--- src/hw/rtl/sbo_pkg.sv ---
`default_nettype none
// ----------------------------------------------------------------------------
// sbo_pkg: shared types and codes of the select-before-operate controller
// Transaction structs, command/action/status codes, sequencer states and
// the per-point mask lookup used by the controller and its point evaluator.
// ----------------------------------------------------------------------------
package sbo_pkg;

    localparam int SBO_NUM_POINTS   = 16;
    localparam int SBO_TIMEOUT_BITS = 8;
    localparam int MASK_W           = 16;
    localparam int REQ_ADDR_W       = 32;

    localparam logic [2:0] CMD_SELECT        = 3'd0;
    localparam logic [2:0] CMD_EXECUTE       = 3'd1;
    localparam logic [2:0] CMD_CANCEL        = 3'd2;
    localparam logic [2:0] CMD_TICK          = 3'd3;
    localparam logic [2:0] CMD_CANCEL_REMOTE = 3'd4;

    localparam logic [1:0] ACT_NONE    = 2'd0;
    localparam logic [1:0] ACT_SELECT  = 2'd1;
    localparam logic [1:0] ACT_EXECUTE = 2'd2;
    localparam logic [1:0] ACT_CANCEL  = 2'd3;

    localparam logic [2:0] STS_OK               = 3'd0;
    localparam logic [2:0] STS_UNKNOWN_POINT    = 3'd1;
    localparam logic [2:0] STS_UNKNOWN_SOURCE   = 3'd2;
    localparam logic [2:0] STS_ALREADY_SELECTED = 3'd3;
    localparam logic [2:0] STS_NOT_SELECTED     = 3'd4;
    localparam logic [2:0] STS_SOURCE_MISMATCH  = 3'd5;
    localparam logic [2:0] STS_ADDRESS_MISMATCH = 3'd6;
    localparam logic [2:0] STS_BAD_COMMAND      = 3'd7;

    localparam logic [2:0] SRC_LAST_KNOWN  = 3'd3;
    localparam logic [1:0] SRC_LAST_REMOTE = 2'd1;

    localparam logic [1:0] REG_POINT_VALID = 2'd0;
    localparam logic [1:0] REG_SELECT_CMD  = 2'd1;
    localparam logic [1:0] REG_CANCEL_CMD  = 2'd2;

    typedef struct packed {
        logic [2:0]            command;
        logic [3:0]            point_index;
        logic [2:0]            source_code;
        logic [REQ_ADDR_W-1:0] requester_address;
        logic [7:0]            timeout_ticks;
    } sbo_in_t;

    typedef struct packed {
        logic [1:0] action;
        logic [3:0] action_point;
        logic [2:0] status;
        logic       timed_out;
        logic       last;
    } sbo_out_t;

    typedef struct packed {
        logic valid;
        logic selected;
        logic pending;
        logic select_cmd;
        logic cancel_cmd;
    } sbo_point_t;

    typedef struct packed {
        logic       emit;
        logic       set_flags;
        logic       clr_flags;
        logic       wr_en;
        logic [1:0] action;
        logic [2:0] status;
        logic       timed_out;
    } sbo_eval_t;

    typedef enum logic [1:0] {
        ST_IDLE,
        ST_EVAL,
        ST_WALK,
        ST_FLUSH
    } sbo_state_t;

    function automatic logic mask_bit(logic [MASK_W-1:0] mask, logic [6:0] idx);
        return (idx < 7'(MASK_W)) && mask[idx[3:0]];
    endfunction

endpackage
`default_nettype wire

--- src/hw/rtl/select_before_operate_controller.sv ---
`default_nettype none
// ----------------------------------------------------------------------------
// select_before_operate_controller: select-before-operate guard
// Per-point select/execute/cancel arbitration with expiry and remote drop.
// ----------------------------------------------------------------------------
// Usage:
//   Drive item and raise start while busy is low; the transaction is taken
//   at that edge and busy stays high until the work on it is done.
//   Select, execute, cancel and bad commands read the point's entry at the
//   accept edge and evaluate it in the next cycle: one result, result_valid
//   high in the cycle after that; busy is low again in that same cycle, so
//   the next command can be taken while the result is shown.
//   Tick and remote cancel walk every point, one per cycle through the
//   shared evaluator and the entry RAM read port, with zero to NUM_POINTS
//   results, the last marked by result.last. Results leave in point order,
//   at most one per cycle; each is held until the next match or the end of
//   the walk, so gaps follow the point pattern. The receiver cannot stall:
//   every result_valid cycle is one transaction. Masks are written on the cfg
//   channel (cfg_ready always high) only while idle, by the user, unenforced.
//   Reset clears all selections and masks; no sweep of the RAM is needed.
// ----------------------------------------------------------------------------
module select_before_operate_controller import sbo_pkg::*; #(
    parameter int NUM_POINTS   = SBO_NUM_POINTS,
    parameter int TIMEOUT_BITS = SBO_TIMEOUT_BITS
) (
    input  wire logic              clk,
    input  wire logic              rst_n,
    input  wire logic              start,
    output logic                   busy,
    input  wire sbo_in_t           item,
    output logic                   result_valid,
    output sbo_out_t               result,
    input  wire logic              cfg_valid,
    output logic                   cfg_ready,
    input  wire logic [1:0]        cfg_index,
    input  wire logic [MASK_W-1:0] cfg_data
);

    localparam int IDX_W   = (NUM_POINTS > 1) ? $clog2(NUM_POINTS) : 1;
    localparam int ENTRY_W = 2 + REQ_ADDR_W + TIMEOUT_BITS;
    localparam logic [IDX_W-1:0] LAST_IDX = IDX_W'(NUM_POINTS - 1);

    sbo_state_t              state_reg, state_next;
    sbo_in_t                 item_reg;
    logic [IDX_W-1:0]        cur_idx_reg, cur_idx_next;
    logic [NUM_POINTS-1:0]   sel_reg;
    logic [NUM_POINTS-1:0]   pend_reg;
    logic [MASK_W-1:0]       valid_mask_reg;
    logic [MASK_W-1:0]       select_mask_reg;
    logic [MASK_W-1:0]       cancel_mask_reg;
    sbo_out_t                hold_reg, hold_next;
    logic                    hold_valid_reg, hold_valid_next;
    sbo_out_t                result_reg, result_next;
    logic                    result_valid_reg, result_valid_next;

    logic                    accept;
    logic                    walk_in;
    logic                    in_range_in;
    logic [IDX_W-1:0]        idx_in;
    logic                    eval_on;
    sbo_point_t              point;
    sbo_eval_t               ctl;
    sbo_out_t                new_res;
    logic [ENTRY_W-1:0]      rd_data;
    logic [ENTRY_W-1:0]      wr_data;

    assign busy         = state_reg != ST_IDLE;
    assign accept       = start && !busy;
    assign cfg_ready    = 1'b1;
    assign result       = result_reg;
    assign result_valid = result_valid_reg;

    assign walk_in     = (item.command == CMD_TICK) || (item.command == CMD_CANCEL_REMOTE);
    assign in_range_in = 7'(item.point_index) < 7'(NUM_POINTS);
    assign idx_in      = in_range_in ? IDX_W'(item.point_index) : '0;
    assign eval_on     = (state_reg == ST_EVAL) || (state_reg == ST_WALK);

    assign point.valid      = (7'(item_reg.point_index) < 7'(NUM_POINTS))
                              && mask_bit(valid_mask_reg, 7'(cur_idx_reg));
    assign point.selected   = sel_reg[cur_idx_reg];
    assign point.pending    = pend_reg[cur_idx_reg];
    assign point.select_cmd = mask_bit(select_mask_reg, 7'(cur_idx_reg));
    assign point.cancel_cmd = mask_bit(cancel_mask_reg, 7'(cur_idx_reg));

    sbo_ram #(
        .WIDTH (ENTRY_W),
        .DEPTH (NUM_POINTS)
    ) u_entry_ram (
        .clk     (clk),
        .wr_en   (eval_on && ctl.wr_en),
        .wr_addr (cur_idx_reg),
        .wr_data (wr_data),
        .rd_addr (cur_idx_next),
        .rd_data (rd_data)
    );

    sbo_eval #(
        .TIMEOUT_BITS (TIMEOUT_BITS)
    ) u_eval (
        .item    (item_reg),
        .point   (point),
        .entry   (rd_data),
        .ctl     (ctl),
        .wr_data (wr_data)
    );

    always_comb
    begin
        new_res.action       = ctl.action;
        new_res.action_point = 4'(cur_idx_reg);
        new_res.status       = ctl.status;
        new_res.timed_out    = ctl.timed_out;
        new_res.last         = 1'b0;
    end

    always_comb
    begin
        state_next = state_reg;
        unique case (state_reg)
            ST_IDLE:
            begin
                if (accept)
                begin
                    state_next = walk_in ? ST_WALK : ST_EVAL;
                end
            end
            ST_EVAL:
            begin
                state_next = ST_IDLE;
            end
            ST_WALK:
            begin
                if (cur_idx_reg == LAST_IDX)
                begin
                    state_next = ST_FLUSH;
                end
            end
            ST_FLUSH:
            begin
                state_next = ST_IDLE;
            end
        endcase
    end

    always_comb
    begin
        cur_idx_next      = cur_idx_reg;
        hold_next         = hold_reg;
        hold_valid_next   = hold_valid_reg;
        result_next       = result_reg;
        result_valid_next = 1'b0;
        unique case (state_reg)
            ST_IDLE:
            begin
                if (accept)
                begin
                    cur_idx_next    = walk_in ? '0 : idx_in;
                    hold_valid_next = 1'b0;
                end
            end
            ST_EVAL:
            begin
                result_next       = new_res;
                result_next.last  = 1'b1;
                result_valid_next = 1'b1;
            end
            ST_WALK:
            begin
                if (cur_idx_reg != LAST_IDX)
                begin
                    cur_idx_next = IDX_W'(cur_idx_reg + 1'b1);
                end
                if (ctl.emit)
                begin
                    // release the held result once a later one is known
                    if (hold_valid_reg)
                    begin
                        result_next       = hold_reg;
                        result_valid_next = 1'b1;
                    end
                    hold_next       = new_res;
                    hold_valid_next = 1'b1;
                end
            end
            ST_FLUSH:
            begin
                if (hold_valid_reg)
                begin
                    result_next       = hold_reg;
                    result_next.last  = 1'b1;
                    result_valid_next = 1'b1;
                end
                hold_valid_next = 1'b0;
            end
        endcase
    end

    always_ff @(posedge clk or negedge rst_n)
    begin
        if (!rst_n)
        begin
            state_reg        <= ST_IDLE;
            cur_idx_reg      <= '0;
            hold_valid_reg   <= 1'b0;
            result_valid_reg <= 1'b0;
            sel_reg          <= '0;
            pend_reg         <= '0;
            valid_mask_reg   <= '0;
            select_mask_reg  <= '0;
            cancel_mask_reg  <= '0;
        end
        else
        begin
            state_reg        <= state_next;
            cur_idx_reg      <= cur_idx_next;
            hold_valid_reg   <= hold_valid_next;
            result_valid_reg <= result_valid_next;
            if (eval_on && ctl.set_flags)
            begin
                sel_reg[cur_idx_reg]  <= 1'b1;
                pend_reg[cur_idx_reg] <= 1'b1;
            end
            else if (eval_on && ctl.clr_flags)
            begin
                sel_reg[cur_idx_reg]  <= 1'b0;
                pend_reg[cur_idx_reg] <= 1'b0;
            end
            if (cfg_valid && cfg_ready)
            begin
                unique case (cfg_index)
                    REG_POINT_VALID: valid_mask_reg  <= cfg_data;
                    REG_SELECT_CMD:  select_mask_reg <= cfg_data;
                    REG_CANCEL_CMD:  cancel_mask_reg <= cfg_data;
                    default:
                    begin
                    end
                endcase
            end
        end
    end

    always_ff @(posedge clk)
    begin
        if (accept)
        begin
            item_reg <= item;
        end
        hold_reg   <= hold_next;
        result_reg <= result_next;
    end

`ifndef SYNTH
    a_pend_tracks_sel: assert property (@(posedge clk) disable iff (!rst_n)
        pend_reg == sel_reg)
        else $error("pending flags diverge from selected flags");

    a_accept_busy: assert property (@(posedge clk) disable iff (!rst_n)
        (start && !busy) |=> busy)
        else $error("accepted transaction did not raise busy");

    a_last_gap: assert property (@(posedge clk) disable iff (!rst_n)
        (result_valid && result.last) |=> !result_valid)
        else $error("result strobe right after final result");

    a_result_from_work: assert property (@(posedge clk) disable iff (!rst_n)
        result_valid |-> $past(busy))
        else $error("result strobe without preceding work");
`endif

endmodule
`default_nettype wire

--- src/hw/rtl/sbo_ram.sv ---
`default_nettype none
// ----------------------------------------------------------------------------
// sbo_ram: generic RAM
// One write port and one read port, read data registered.
// ----------------------------------------------------------------------------
module sbo_ram #(
    parameter int WIDTH = 8,
    parameter int DEPTH = 16,
    localparam int AW = (DEPTH > 1) ? $clog2(DEPTH) : 1
) (
    input  wire logic             clk,
    input  wire logic             wr_en,
    input  wire logic [AW-1:0]    wr_addr,
    input  wire logic [WIDTH-1:0] wr_data,
    input  wire logic [AW-1:0]    rd_addr,
    output logic      [WIDTH-1:0] rd_data
);

    logic [WIDTH-1:0] mem [DEPTH];

    always_ff @(posedge clk)
    begin
        if (wr_en)
        begin
            mem[wr_addr] <= wr_data;
        end
        rd_data <= mem[rd_addr];
    end

endmodule
`default_nettype wire

--- src/hw/rtl/sbo_eval.sv ---
`default_nettype none
// ----------------------------------------------------------------------------
// sbo_eval: shared point evaluator
// Checks and updates one control point per cycle for every command: guard
// checks, countdown compare and decrement, remote-drop match.
// ----------------------------------------------------------------------------
module sbo_eval import sbo_pkg::*; #(
    parameter int TIMEOUT_BITS = SBO_TIMEOUT_BITS,
    localparam int ENTRY_W = 2 + REQ_ADDR_W + TIMEOUT_BITS
) (
    input  wire sbo_in_t             item,
    input  wire sbo_point_t          point,
    input  wire logic [ENTRY_W-1:0]  entry,
    output sbo_eval_t                ctl,
    output logic      [ENTRY_W-1:0]  wr_data
);

    localparam logic [16:0] CNT_MAX = 17'((1 << TIMEOUT_BITS) - 1);

    logic [1:0]              ent_src;
    logic [REQ_ADDR_W-1:0]   ent_addr;
    logic [TIMEOUT_BITS-1:0] ent_cnt;
    logic [TIMEOUT_BITS-1:0] sat_cnt;
    logic                    expiring;
    logic [1:0]              cancel_act;

    assign ent_src    = entry[ENTRY_W-1 -: 2];
    assign ent_addr   = entry[TIMEOUT_BITS +: REQ_ADDR_W];
    assign ent_cnt    = entry[TIMEOUT_BITS-1:0];
    assign sat_cnt    = (17'(item.timeout_ticks) > CNT_MAX) ? TIMEOUT_BITS'(CNT_MAX)
                                                            : TIMEOUT_BITS'(item.timeout_ticks);
    assign expiring   = 17'(ent_cnt) <= 17'd1;
    assign cancel_act = point.cancel_cmd ? ACT_CANCEL : ACT_NONE;

    always_comb
    begin
        ctl     = '0;
        wr_data = {item.source_code[1:0], item.requester_address, sat_cnt};
        unique case (item.command)
            CMD_SELECT, CMD_EXECUTE, CMD_CANCEL:
            begin
                ctl.emit = 1'b1;
                priority if (!point.valid)
                begin
                    ctl.status = STS_UNKNOWN_POINT;
                end
                else if (item.source_code > SRC_LAST_KNOWN)
                begin
                    ctl.status = STS_UNKNOWN_SOURCE;
                end
                else if (item.command == CMD_SELECT)
                begin
                    if (point.selected)
                    begin
                        ctl.status = STS_ALREADY_SELECTED;
                    end
                    else
                    begin
                        ctl.set_flags = 1'b1;
                        ctl.wr_en     = 1'b1;
                        ctl.action    = point.select_cmd ? ACT_SELECT : ACT_NONE;
                    end
                end
                else if (!point.selected)
                begin
                    ctl.status = STS_NOT_SELECTED;
                end
                else if (ent_src != item.source_code[1:0])
                begin
                    ctl.status = STS_SOURCE_MISMATCH;
                end
                else if (ent_addr != item.requester_address)
                begin
                    ctl.status = STS_ADDRESS_MISMATCH;
                end
                else
                begin
                    ctl.clr_flags = 1'b1;
                    ctl.action    = (item.command == CMD_EXECUTE) ? ACT_EXECUTE : cancel_act;
                end
            end
            CMD_TICK:
            begin
                if (point.pending)
                begin
                    if (expiring)
                    begin
                        ctl.clr_flags = 1'b1;
                        ctl.emit      = 1'b1;
                        ctl.action    = cancel_act;
                        ctl.timed_out = 1'b1;
                    end
                    else
                    begin
                        ctl.wr_en = 1'b1;
                        wr_data   = {ent_src, ent_addr, ent_cnt - TIMEOUT_BITS'(1)};
                    end
                end
            end
            CMD_CANCEL_REMOTE:
            begin
                if (point.selected && (ent_src <= SRC_LAST_REMOTE))
                begin
                    ctl.clr_flags = 1'b1;
                    ctl.emit      = 1'b1;
                    ctl.action    = cancel_act;
                end
            end
            default:
            begin
                ctl.emit   = 1'b1;
                ctl.status = STS_BAD_COMMAND;
            end
        endcase
    end

endmodule
`default_nettype wire
--- config.mk ---
export PLATFORM = sky130hd
export DESIGN_NAME = select_before_operate_controller
export DESIGN_NICKNAME = d
export VERILOG_FILES = /design/src/hw/rtl/sbo_pkg.sv /design/src/hw/rtl/select_before_operate_controller.sv /design/src/hw/rtl/sbo_ram.sv /design/src/hw/rtl/sbo_eval.sv
export SDC_FILE = /design/constraint.sdc
export NUM_CORES = 1
export LEC_CHECK = 0
export ABC_AREA = 0
export BUFFER_PORTS_ARGS = -buffer_cell sky130_fd_sc_hd__buf_2
export CAP_MARGIN = 30
export CORE_AREA = 5 5 243 245
export CTS_BUF_LIST = sky130_fd_sc_hd__clkbuf_4
export DETAILED_ROUTE_END_ITERATION = 12
export DIE_AREA = 0 0 248 250
export PLACE_DENSITY_LB_ADDON = 0.1
export SKIP_CTS_REPAIR_TIMING = 1
export SLEW_MARGIN = 25
export SYNTH_ARGS = -nofsm -noshare
export SYNTH_HDL_FRONTEND = slang
export SYNTH_SLANG_ARGS = --single-unit
--- constraint.sdc ---
create_clock -name clk -period 5.6 [get_ports clk]
set_input_delay 1.12 -clock clk [delete_from_list [all_inputs] [get_ports clk]]
set_output_delay 1.12 -clock clk [all_outputs]
set_load 0.02 [all_outputs]
==> key figures <==
Status
  – Outcome: complete, no violations

STA
  – Final Hold Viols: 0
  – Setup TNS: 0 ns
  – Fin Clk Skew: 0.04908 ns
  – RSZ-0062 raised after global routing: no
  – FMAX: 220.8 MHz
  – Worst hold slack: 0.1154 ns
  – Fin crit period: 4.529 ns
  – Worst-Margin Slew: 0.9940 ns
  – Final slew viol count: 0
  – Part of the cycle the worst path needs: 0.8087
  – Rel. slew slack: 0.3373
  – Final setup fails: 0

Die
  – Die area: 62,000 um2
  – Die H: 250 um
  – I/O Pins: 86
  – Row count: 88
  – Initial Utilization: 0.5908
  – Die Wd: 248 um
  – Core area: 56,920 um2

Critical path
  – Max incr delay on CP: 0.89 ns
  – Most frequent CP cell: nand2_1
  – Buf/Inv on CP: 3
  – Reg2reg end: u_entry_ram.rd_data[33]$_DFF_P_
  – CP Capture Point: u_entry_ram.rd_data[33]$_DFF_P_
  – Stages on worst setup path: 11
  – RR Startpoint: cur_idx_reg[1]$_DFF_PN0_
  – Critical Path Source Type: flip-flop
  – Worst R2R Path Depth: 11
  – Crit end category: flip-flop
  – Reg-to-reg slack, setup: 1.07 ns
  – Worst-path cell chain: ha_1, nand3_1, xnor2_1, nand2_1, and3_4, inv_8, buf_16, buf_4, nand2_1, a221oi_1, or4_1
  – Kind of critical path: reg -> reg
  – Slowest CP cell: dfrtp_1
  – WP data required: 6.52 ns
  – Delay-heaviest family, CP: simple AND/OR/NAND/NOR gates
  – CP Launch Point: cur_idx_reg[1]$_DFF_PN0_
  – CP arrival: 5.44 ns
  – Critical Path Fanout Max: 102

Detailed routing
  – Antenna Nets Post-Route: 0
  – DR vias: 19,730
  – Post-Route WL: 78,290 um
  – Routed vias/inst: 6.053
  – Drt first-iter violations: 1,786
  – DRC errors left: 0
  – DR pass1 iterations: 7
  – Drt wl/cell: 24.02 um

Logic synthesis
  – Top area cells in the synthesized netlist: edfxtp_1 66%, dfrtp_1 5.4%, mux2i_1 5.2%
  – Primary FF master, synth: edfxtp_1
  – Post-synth EDFFs: 739
  – Cell with the most instances after synthesis: edfxtp_1
  – Yosys warning total: 0
  – Sequential area share after synthesis: 0.7384
  – Mean Syn Cell Area: 16.06 um2
  – Yosys reg bits: 853
  – Synth top area share: 0.6598
  – Mapped Cells: 2,094
  – Synthesized area: 33,630 um2
  – Yosys top cell by area: edfxtp_1
  – Synth top cells by count: 739 x edfxtp_1, 205 x nand2_1, 179 x a21oi_1
  – Mapped Nets: 2,178
  – Asr flop ratio synth: 0.08441
  – Number of distinct library cells after synthesis: 62

Run
  – Max-cap violations: 0

GRT
  – Vias in the first global route: 19,670
  – Global-route wire length before repair: 117,800 um
  – Largest net degree at the start of global routing: 144
  – Grt ovf: 0
  – Initial antenna violation count: 2
  – GRT Total Usage: 0.2532

Worst hold path
  – Hold Crit Class: in -> async

Cells and area
  – Max reg flops: 672
  – Layout cell share with drive strength beyond 1: 0.2603
  – Nets: 2,396
  – Area grow syn2layout: 13.25%

Power
  – Leak: 13.69 nW
  – Total power: 0.02001 W
  – Max VDD drop: 0.0005262 V
  – PwrDens: 525.2 nW/um2

CTS
  – H-tree depth: 4
  – Worst-skew pair later-pin latency: 1.07 ns
  – Clock sink total: 853
  – CTS tree: done
  – Root Driver: clkbuf_4
  – Clock buffer depth: 3
  – Worst-path clk slew: 0.07 ns
  – Cts bufs inserted: 210

Placed design
  – Port bufs: 84
  – Final HPWL DP: 42,130 um
  – GPL Wtd Cong: 0.7910
[logic make-up after synthesis]
logic type,synth area share
buffers and inverters,0.02016
AOI/OAI and AO/OA,0.08452
and+or+nand+nor,0.04721
muxes,0.09449
DFF,0.7384
adders and majority gates,0.004464
other,0.0001115
xor gates and xnor gates,0.01068
[stage by stage]
| step | utilization | cells | area [um2] | worst slack, ns |
|---|---|---|---|---|
| floorplan | - | 2094 | 33630 | 1.166 |
| global placement | 0.6137 | 2851 | 34940 | 1.223 |
| detailed placement | 0.6163 | 2857 | 35080 | 1.117 |
| CTS | 0.6665 | 3250 | 37940 | 1.132 |
| global route | 0.6691 | 3260 | 38090 | 0.8026 |
| finish | 0.6691 | 3260 | 38090 | 1.071 |
[area by class of cell]
| class | count | area [um2] |
|---|---|---|
| flip-flops and latches | 853 | 24830 |
| fillers | 4009 | 18830 |
| multi-input cells | 1090 | 8284 |
| clock buffers | 334 | 2507 |
| repair buffers | 140 | 1080 |
| well taps | 765 | 957.2 |
| clock inverters | 59 | 351.6 |
| inverters | 17 | 71.32 |
| diodes | 2 | 5.005 |
[per-layer routing]
| layer | GRT usage | routed length [um] |
|---|---|---|
| met2 | 0.3969 | 38310 |
| met1 | 0.3576 | 33110 |
| met5 | 0 | 0 |
| met3 | 0.05044 | 5071 |
| met4 | 0.09385 | 1801 |
[worst min-delay path by stage]
stage	from	to	cells after the start
4_1_cts	item[36]	item_reg[36]$_DFFE_PP_	1
6_report	rst_n	select_mask_reg[14]$_DFFE_PN0P_	2
3_5_place_dp	select_mask_reg[6]$_DFFE_PN0P_	select_mask_reg[6]$_DFFE_PN0P_	1
5_1_grt	rst_n	select_mask_reg[14]$_DFFE_PN0P_	2
2_1_floorplan	cur_idx_reg[3]$_DFF_PN0_	hold_reg[8]$_DFFE_PP_	0
3_3_place_gp	cancel_mask_reg[15]$_DFFE_PN0P_	cancel_mask_reg[15]$_DFFE_PN0P_	1
[cells in the final DEF, fill, tap and decap left out, types with 8 or more instances in the layout]
cell type,count
mux2i_1,175
clkbuf_4,337
o21ai_2,9
dfxtp_1,42
mux2_4,8
mux2_2,82
o21ai_1,12
nor2_4,16
xor2_1,35
nor4_1,9
edfxtp_1,739
a21oi_1,177
buf_4,37
a221oi_1,168
ha_1,12
buf_2,84
clkinv_1,43
dfrtp_1,72
o21ai_0,21
mux4_2,17
or4_1,42
nor2_1,29
nand2_1,203
inv_1,13
[power breakdown]
group / internal, W / switching, W
combinational: 0.00235 / 0.00426
clock: 0.00285 / 0.00245
sequential: 0.00773 / 0.000360
total: 0.0129 / 0.00707
(Power assumes the default switching activity.)
